### config.mk
export PLATFORM = sky130hd
export DESIGN_NAME = rgb_to_hsv_convert_core
export DESIGN_NICKNAME = d
export VERILOG_FILES = /design/src/rtl/rthsv_pkg.sv /design/src/rtl/rthsv_front.sv /design/src/rtl/rthsv_div_cell.sv /design/src/rtl/rgb_to_hsv_convert_core.sv
export SDC_FILE = /design/constraint.sdc
export NUM_CORES = 2
export LEC_CHECK = 0
export BUFFER_PORTS_ARGS = -buffer_cell sky130_fd_sc_hd__buf_2
export CAP_MARGIN = 20
export CELL_PAD_IN_SITES_DETAIL_PLACEMENT = 2
export CELL_PAD_IN_SITES_GLOBAL_PLACEMENT = 2
export CORE_MARGIN = 4
export CORE_UTILIZATION = 32
export DETAILED_ROUTE_END_ITERATION = 12
export PLACE_DENSITY = 0.68
export SLEW_MARGIN = 5
export SYNTH_ARGS = -nofsm -noshare
export SYNTH_HDL_FRONTEND = slang
export SYNTH_HIERARCHICAL = 1
export SYNTH_SLANG_ARGS = --single-unit
### constraint.sdc
create_clock -name clock -period 42.9 [get_ports clock]
set_input_delay 6.435 -clock clock [delete_from_list [all_inputs] [get_ports clock]]
set_output_delay 6.435 -clock clock [all_outputs]
set_load 0.02 [all_outputs]
### src/rtl/rthsv_pkg.sv
// shared types and constants for the rgb to hsv conversion pipeline
`default_nettype none

package rthsv_pkg;

   localparam int CHAN_BITS = 8;
   localparam int HUE_BITS  = 15;
   localparam int SAT_BITS  = 8;
   localparam int DVS_BITS  = CHAN_BITS + 1;
   localparam int QUO_BITS  = HUE_BITS;
   localparam int NUM_BITS  = QUO_BITS + DVS_BITS;
   localparam int SUM_BITS  = CHAN_BITS + 4;
   localparam int CELL_COUNT = QUO_BITS;

   localparam logic [HUE_BITS-1:0] HUE_FULL = HUE_BITS'(23040);
   localparam int HUE_STEP2 = 7680;
   localparam int SAT_SCALE2 = 510;

   typedef struct packed {
      logic [CHAN_BITS-1:0] red;
      logic [CHAN_BITS-1:0] green;
      logic [CHAN_BITS-1:0] blue;
   } rthsv_req_type;

   typedef struct packed {
      logic [HUE_BITS-1:0]  hue;
      logic [SAT_BITS-1:0]  saturation;
      logic [CHAN_BITS-1:0] value;
   } rthsv_rsp_type;

   typedef struct packed {
      logic [DVS_BITS-1:0] rem;
      logic [QUO_BITS-1:0] numq;
      logic [DVS_BITS-1:0] dvs;
   } rthsv_lane_type;

   typedef struct packed {
      rthsv_lane_type       hue;
      rthsv_lane_type       sat;
      logic [CHAN_BITS-1:0] value;
   } rthsv_cell_type;

endpackage

`default_nettype wire

### src/rtl/rthsv_front.sv
// front stage: max and min selection, sector offset and divider operand setup
`default_nettype none

module rthsv_front
   import rthsv_pkg::*;
(
   input  wire logic           clock,
   input  wire logic           reset,
   input  wire logic           advance,
   input  wire logic           in_valid,
   input  wire rthsv_req_type  in_item,
   output logic                out_valid,
   output rthsv_cell_type      out_data
);

   typedef enum logic [1:0] {
      SEL_RED,
      SEL_GREEN,
      SEL_BLUE
   } sel_type;

   logic [CHAN_BITS-1:0] r, g, b, mx, mn, d;
   sel_type              hi_sel;
   logic signed [SUM_BITS-1:0] x, xa;
   logic [NUM_BITS-1:0]  hue_num, sat_num;
   rthsv_cell_type       data_in;
   logic                 valid_ff;
   rthsv_cell_type       data_ff;

   always_comb begin
      r = in_item.red;
      g = in_item.green;
      b = in_item.blue;
      hi_sel = (r >= g) ? SEL_RED : SEL_GREEN;
      mx = (r >= g) ? r : g;
      if (!(mx >= b)) begin
         hi_sel = SEL_BLUE;
         mx = b;
      end
      mn = (r <= g) ? r : g;
      if (!(mn <= b)) begin
         mn = b;
      end
      d = mx - mn;

      unique case (hi_sel)
         SEL_RED: begin
            x = $signed(SUM_BITS'(g)) - $signed(SUM_BITS'(b));
         end
         SEL_GREEN: begin
            x = $signed(SUM_BITS'({d, 1'b0})) + $signed(SUM_BITS'(b))
                - $signed(SUM_BITS'(r));
         end
         SEL_BLUE: begin
            x = $signed(SUM_BITS'({d, 2'b00})) + $signed(SUM_BITS'(r))
                - $signed(SUM_BITS'(g));
         end
         default: begin
            x = '0;
         end
      endcase

      // wrap negative hue by adding six sectors
      if (x < 0) begin
         xa = x + $signed(SUM_BITS'({d, 2'b00})) + $signed(SUM_BITS'({d, 1'b0}));
      end else begin
         xa = x;
      end

      hue_num = NUM_BITS'(unsigned'(xa)) * NUM_BITS'(HUE_STEP2) + NUM_BITS'(d);
      sat_num = NUM_BITS'(d) * NUM_BITS'(SAT_SCALE2) + NUM_BITS'(mx);

      // grey pixel: hue numerator is zero, keep divisor nonzero
      data_in.hue.rem  = hue_num[NUM_BITS-1:QUO_BITS];
      data_in.hue.numq = hue_num[QUO_BITS-1:0];
      data_in.hue.dvs  = (d == '0) ? DVS_BITS'(1) : {d, 1'b0};
      // black pixel: saturation numerator is zero, keep divisor nonzero
      data_in.sat.rem  = sat_num[NUM_BITS-1:QUO_BITS];
      data_in.sat.numq = sat_num[QUO_BITS-1:0];
      data_in.sat.dvs  = (mx == '0) ? DVS_BITS'(1) : {mx, 1'b0};
      data_in.value    = mx;
   end

   always_ff @(posedge clock) begin
      if (reset) begin
         valid_ff <= 1'b0;
      end else if (advance) begin
         valid_ff <= in_valid;
      end
   end

   always_ff @(posedge clock) begin
      if (advance) begin
         data_ff <= data_in;
      end
   end

   assign out_valid = valid_ff;
   assign out_data  = data_ff;

endmodule

`default_nettype wire

### src/rtl/rthsv_div_cell.sv
// divider cell: one restoring quotient bit for the hue and saturation lanes
`default_nettype none

module rthsv_div_cell
   import rthsv_pkg::*;
(
   input  wire logic            clock,
   input  wire logic            reset,
   input  wire logic            advance,
   input  wire logic            in_valid,
   input  wire rthsv_cell_type  in_data,
   output logic                 out_valid,
   output rthsv_cell_type       out_data
);

   function automatic rthsv_lane_type div_step(input rthsv_lane_type lane);
      rthsv_lane_type  res;
      logic [DVS_BITS:0] t;
      t   = {lane.rem, lane.numq[QUO_BITS-1]};
      res = lane;
      if (t >= {1'b0, lane.dvs}) begin
         t = t - {1'b0, lane.dvs};
         res.numq = {lane.numq[QUO_BITS-2:0], 1'b1};
      end else begin
         res.numq = {lane.numq[QUO_BITS-2:0], 1'b0};
      end
      res.rem = t[DVS_BITS-1:0];
      return res;
   endfunction

   logic           valid_ff;
   rthsv_cell_type data_ff;
   rthsv_cell_type data_in;

   always_comb begin
      data_in.hue   = div_step(in_data.hue);
      data_in.sat   = div_step(in_data.sat);
      data_in.value = in_data.value;
   end

   always_ff @(posedge clock) begin
      if (reset) begin
         valid_ff <= 1'b0;
      end else if (advance) begin
         valid_ff <= in_valid;
      end
   end

   always_ff @(posedge clock) begin
      if (advance) begin
         data_ff <= data_in;
      end
   end

   assign out_valid = valid_ff;
   assign out_data  = data_ff;

endmodule

`default_nettype wire

### src/rtl/rgb_to_hsv_convert_core.sv
// top level of the rgb to hsv conversion pipeline
//
// Converts one 8-bit RGB pixel per clock into hue (1/64 degree), saturation
// (255 full scale) and value. The pipeline is a front stage, a row of 15
// divider cells that each resolve one quotient bit of the hue and saturation
// divisions, and an output register, with one item accepted per cycle while
// the result side does not stall.
// A stall on the result side while rsp_valid is high freezes the whole
// pipeline and is passed back to req_stall in the same cycle.
`default_nettype none

module rgb_to_hsv_convert_core
   import rthsv_pkg::*;
(
   input  wire logic           clock,
   input  wire logic           reset,
   input  wire logic           req_valid,
   output logic                req_stall,
   input  wire rthsv_req_type  req_item,
   output logic                rsp_valid,
   input  wire logic           rsp_stall,
   output rthsv_rsp_type       rsp_item
);

   logic           advance;
   logic           stage_valid [CELL_COUNT+1];
   rthsv_cell_type stage_data  [CELL_COUNT+1];
   logic           rsp_valid_ff;
   rthsv_rsp_type  rsp_item_ff;
   rthsv_rsp_type  rsp_item_in;
   rthsv_cell_type last;

   assign advance   = !(rsp_valid_ff && rsp_stall);
   assign req_stall = !advance;

   rthsv_front u_front (
      .clock     (clock),
      .reset     (reset),
      .advance   (advance),
      .in_valid  (req_valid),
      .in_item   (req_item),
      .out_valid (stage_valid[0]),
      .out_data  (stage_data[0])
   );

   for (genvar i = 0; i < CELL_COUNT; i++) begin : g_cell
      rthsv_div_cell u_cell (
         .clock     (clock),
         .reset     (reset),
         .advance   (advance),
         .in_valid  (stage_valid[i]),
         .in_data   (stage_data[i]),
         .out_valid (stage_valid[i+1]),
         .out_data  (stage_data[i+1])
      );
   end

   always_comb begin
      last = stage_data[CELL_COUNT];
      // hue that rounds up to a full turn wraps to zero
      if (last.hue.numq >= HUE_FULL) begin
         rsp_item_in.hue = last.hue.numq - HUE_FULL;
      end else begin
         rsp_item_in.hue = last.hue.numq;
      end
      rsp_item_in.saturation = last.sat.numq[SAT_BITS-1:0];
      rsp_item_in.value      = last.value;
   end

   always_ff @(posedge clock) begin
      if (reset) begin
         rsp_valid_ff <= 1'b0;
      end else if (advance) begin
         rsp_valid_ff <= stage_valid[CELL_COUNT];
      end
   end

   always_ff @(posedge clock) begin
      if (advance) begin
         rsp_item_ff <= rsp_item_in;
      end
   end

   assign rsp_valid = rsp_valid_ff;
   assign rsp_item  = rsp_item_ff;

   hue_range_check: assert property (@(posedge clock) disable iff (reset)
      rsp_valid |-> rsp_item.hue < HUE_FULL)
      else $error("hue out of range");

   black_check: assert property (@(posedge clock) disable iff (reset)
      rsp_valid && rsp_item.value == '0 |->
         rsp_item.saturation == '0 && rsp_item.hue == '0)
      else $error("black pixel with nonzero hue or saturation");

   grey_check: assert property (@(posedge clock) disable iff (reset)
      rsp_valid && rsp_item.saturation == '0 |-> rsp_item.hue == '0)
      else $error("grey pixel with nonzero hue");

   freeze_check: assert property (@(posedge clock) disable iff (reset)
      !advance |=> $stable(stage_valid[CELL_COUNT]) && $stable(stage_data[CELL_COUNT]))
      else $error("pipeline moved during stall");

endmodule

`default_nettype wire

==> reports/metrics.csv <==
stage,metric,value,unit
route,drtIter0Drc,1262,
critical_path,crit_fanout,24,
route,ant_nets,0,
run,maxCapViolCount,0,
timing,max_freq,0.0537,GHz
cts,cts_buffers,131,
timing,skew,0.0271,ns
yosys,syn_area_per_cell,13.6,sq um
critical_path,rrSetupSlack,39.17,ns
critical_path,r2r.worst_path.cells,4,
timing,setup_viol,0,
global_routing,grt_pass1_vias,37100,
timing,layout_min_cycle_time,18.63,ns
run_status,outcome,finished clean,
route,viasPerCell,4.84,
final_layout,areaGrowthSynthToFinish,13.3,%
final_layout,final_nets,4815,
cts,clock_sinks,1104,
critical_path,crit_slowest_cell,a21oi_2,
final_layout,drive_gt1_frac,0.122,
cts,cts_resized,0,
timing,rsz0062_at_grt,no,
cts,cts_root_buffer,clkbuf_16,
yosys,ys_warn_count,6,
route,first_pass_iters,5,
global_routing,track_usage,0.144,
route,dr_total_vias,32400,
critical_path,crit_required,43.38,ns
route,wl_per_cell,19.3,um
timing,finalHoldViolations,0,
floorplan,std_cell_rows,152,
timing,period_share,0.434,
yosys,synth_area,0.0556,sq mm
placed_design,io_buffers,60,
worst_hold_path,hold_end,g_cell[4].u_cell/out_data[25],
cts,post_cts_buffers,0,
floorplan,die_area,0.181,sq mm
placed_design,dp_hpwl,97.0,mm
critical_path,worstSetupStartpointType,input port,
global_routing,grt_pass1_wl,208,mm
worst_hold_path,hold_depth,0,
timing,worst_pin_slew,1.04,ns
cts,htreeDepth,4,
timing,slew_headroom,0.305,
final_layout,layout_common_cells,"edfxtp_1 (1087), inv_1 (507), ha_1 (412)",
timing,fin_tns_setup,0,ns
critical_path,timing.rr.start,rsp_valid,
global_routing,grt_max_degree,179,
floorplan,pin_count,61,
global_routing,gr-total-overflow,0,
floorplan,start_util,0.323,
worst_hold_path,hold_start,g_cell[3].u_cell/out_data[24],
critical_path,crit_arrival,19.11,ns
placed_design,gp_congestion,0.794,
critical_path,r2r_end,g_cell[13].u_cell/out_data[18],
route,finalWirelength,129,mm
floorplan,core,0.172,sq mm
cts,hold_buffers,0,
timing,maxSlewViolCount,0,
critical_path,endpoint_kind,flop,
critical_path,critPathKind,input port to flop,
final_layout,layout_commonest_cell,edfxtp_1,
global_routing,antenna_found_initial,2,
cts,cts.clk_slew.worst_paths,0.06,ns
route,route.detailed.drc,0,
cts,clock_latency,0.74,ns
floorplan,die_h,425,um
cts,cts_tree,done,
yosys,syn_inst,4101,
critical_path,max_stage_delay,0.73,ns
worst_hold_path,hold_path_class,flop to flop,
cts,cts_buffer_depth,3,
floorplan,die_w,425,um
-- final cells by class --
class	count	area (sq um)
inverter	526	1970
fill	17600	109000
multi-input combinational	2437	20400
timing repair buffer	81	483
clock inverter	67	626
tap	2310	2890
sequential	1104	33000
antenna	1	2.50
clock buffer	169	3590
-- sequential cells by signal, indices dropped and copies added (netlist names) --
name / cells
g_cell.u_cell/out_data: 990
u_front/out_data: 66
rsp_item: 31
g_cell.u_cell/out_valid: 15
rsp_valid: 1
u_front/out_valid: 1
-- critical path: cells and delay by family --
kind                     cells  cell delay (ns)
adder cells (fa/ha/maj)      9             3.45
AO/OA/AOI/OAI               17             4.87
AND/OR/NAND/NOR              7             0.92
XOR/XNOR                     2             0.85
multiplexers                 2             1.06
buffers and inverters        8             1.44
-- how the worst max path moves through the flow --
stage,start,end,slack (ns),depth (start not counted)
2_1_floorplan,rsp_stall,req_stall,2.42,2
3_3_place_gp,req_item[16],u_front/out_data[73],24.04,45
4_1_cts,req_item[16],u_front/out_data[73],24.18,45
5_1_grt,req_item[16],u_front/out_data[73],23.12,45
3_5_place_dp,req_item[16],u_front/out_data[73],23.45,45
6_report,req_item[16],u_front/out_data[73],24.27,45
-- per-stage QoR --
stage	worst slack, ns	utilization	instance area (sq um)	std cells	hold slack, ns
finish	24.27	0.366	63000	6695	0.404
global route	23.12	0.366	63000	6695	0.411
CTS	24.18	0.366	63000	6694	0.401
detailed placement	23.45	0.341	58800	6458	0.405
global placement	24.04	0.341	58800	6458	0.401
floorplan	2.42	-	55600	4107	0.400
-- metal layers --
| layer | part of all wire | vias up | track usage |
|---|---|---|---|
| li1 | - | 15500 | - |
| met1 | 0.38 | 16300 | 0.153 |
| met2 | 0.56 | 367 | 0.284 |
| met3 | 0.027 | 238 | 0.0239 |
| met4 | 0.033 | 2 | 0.0500 |
| met5 | 0.000085 | - | 0 |
Power is left out: the tool's default activity adds up to more than one toggle a clock period on the data nets, which glitch-free logic cannot reach.
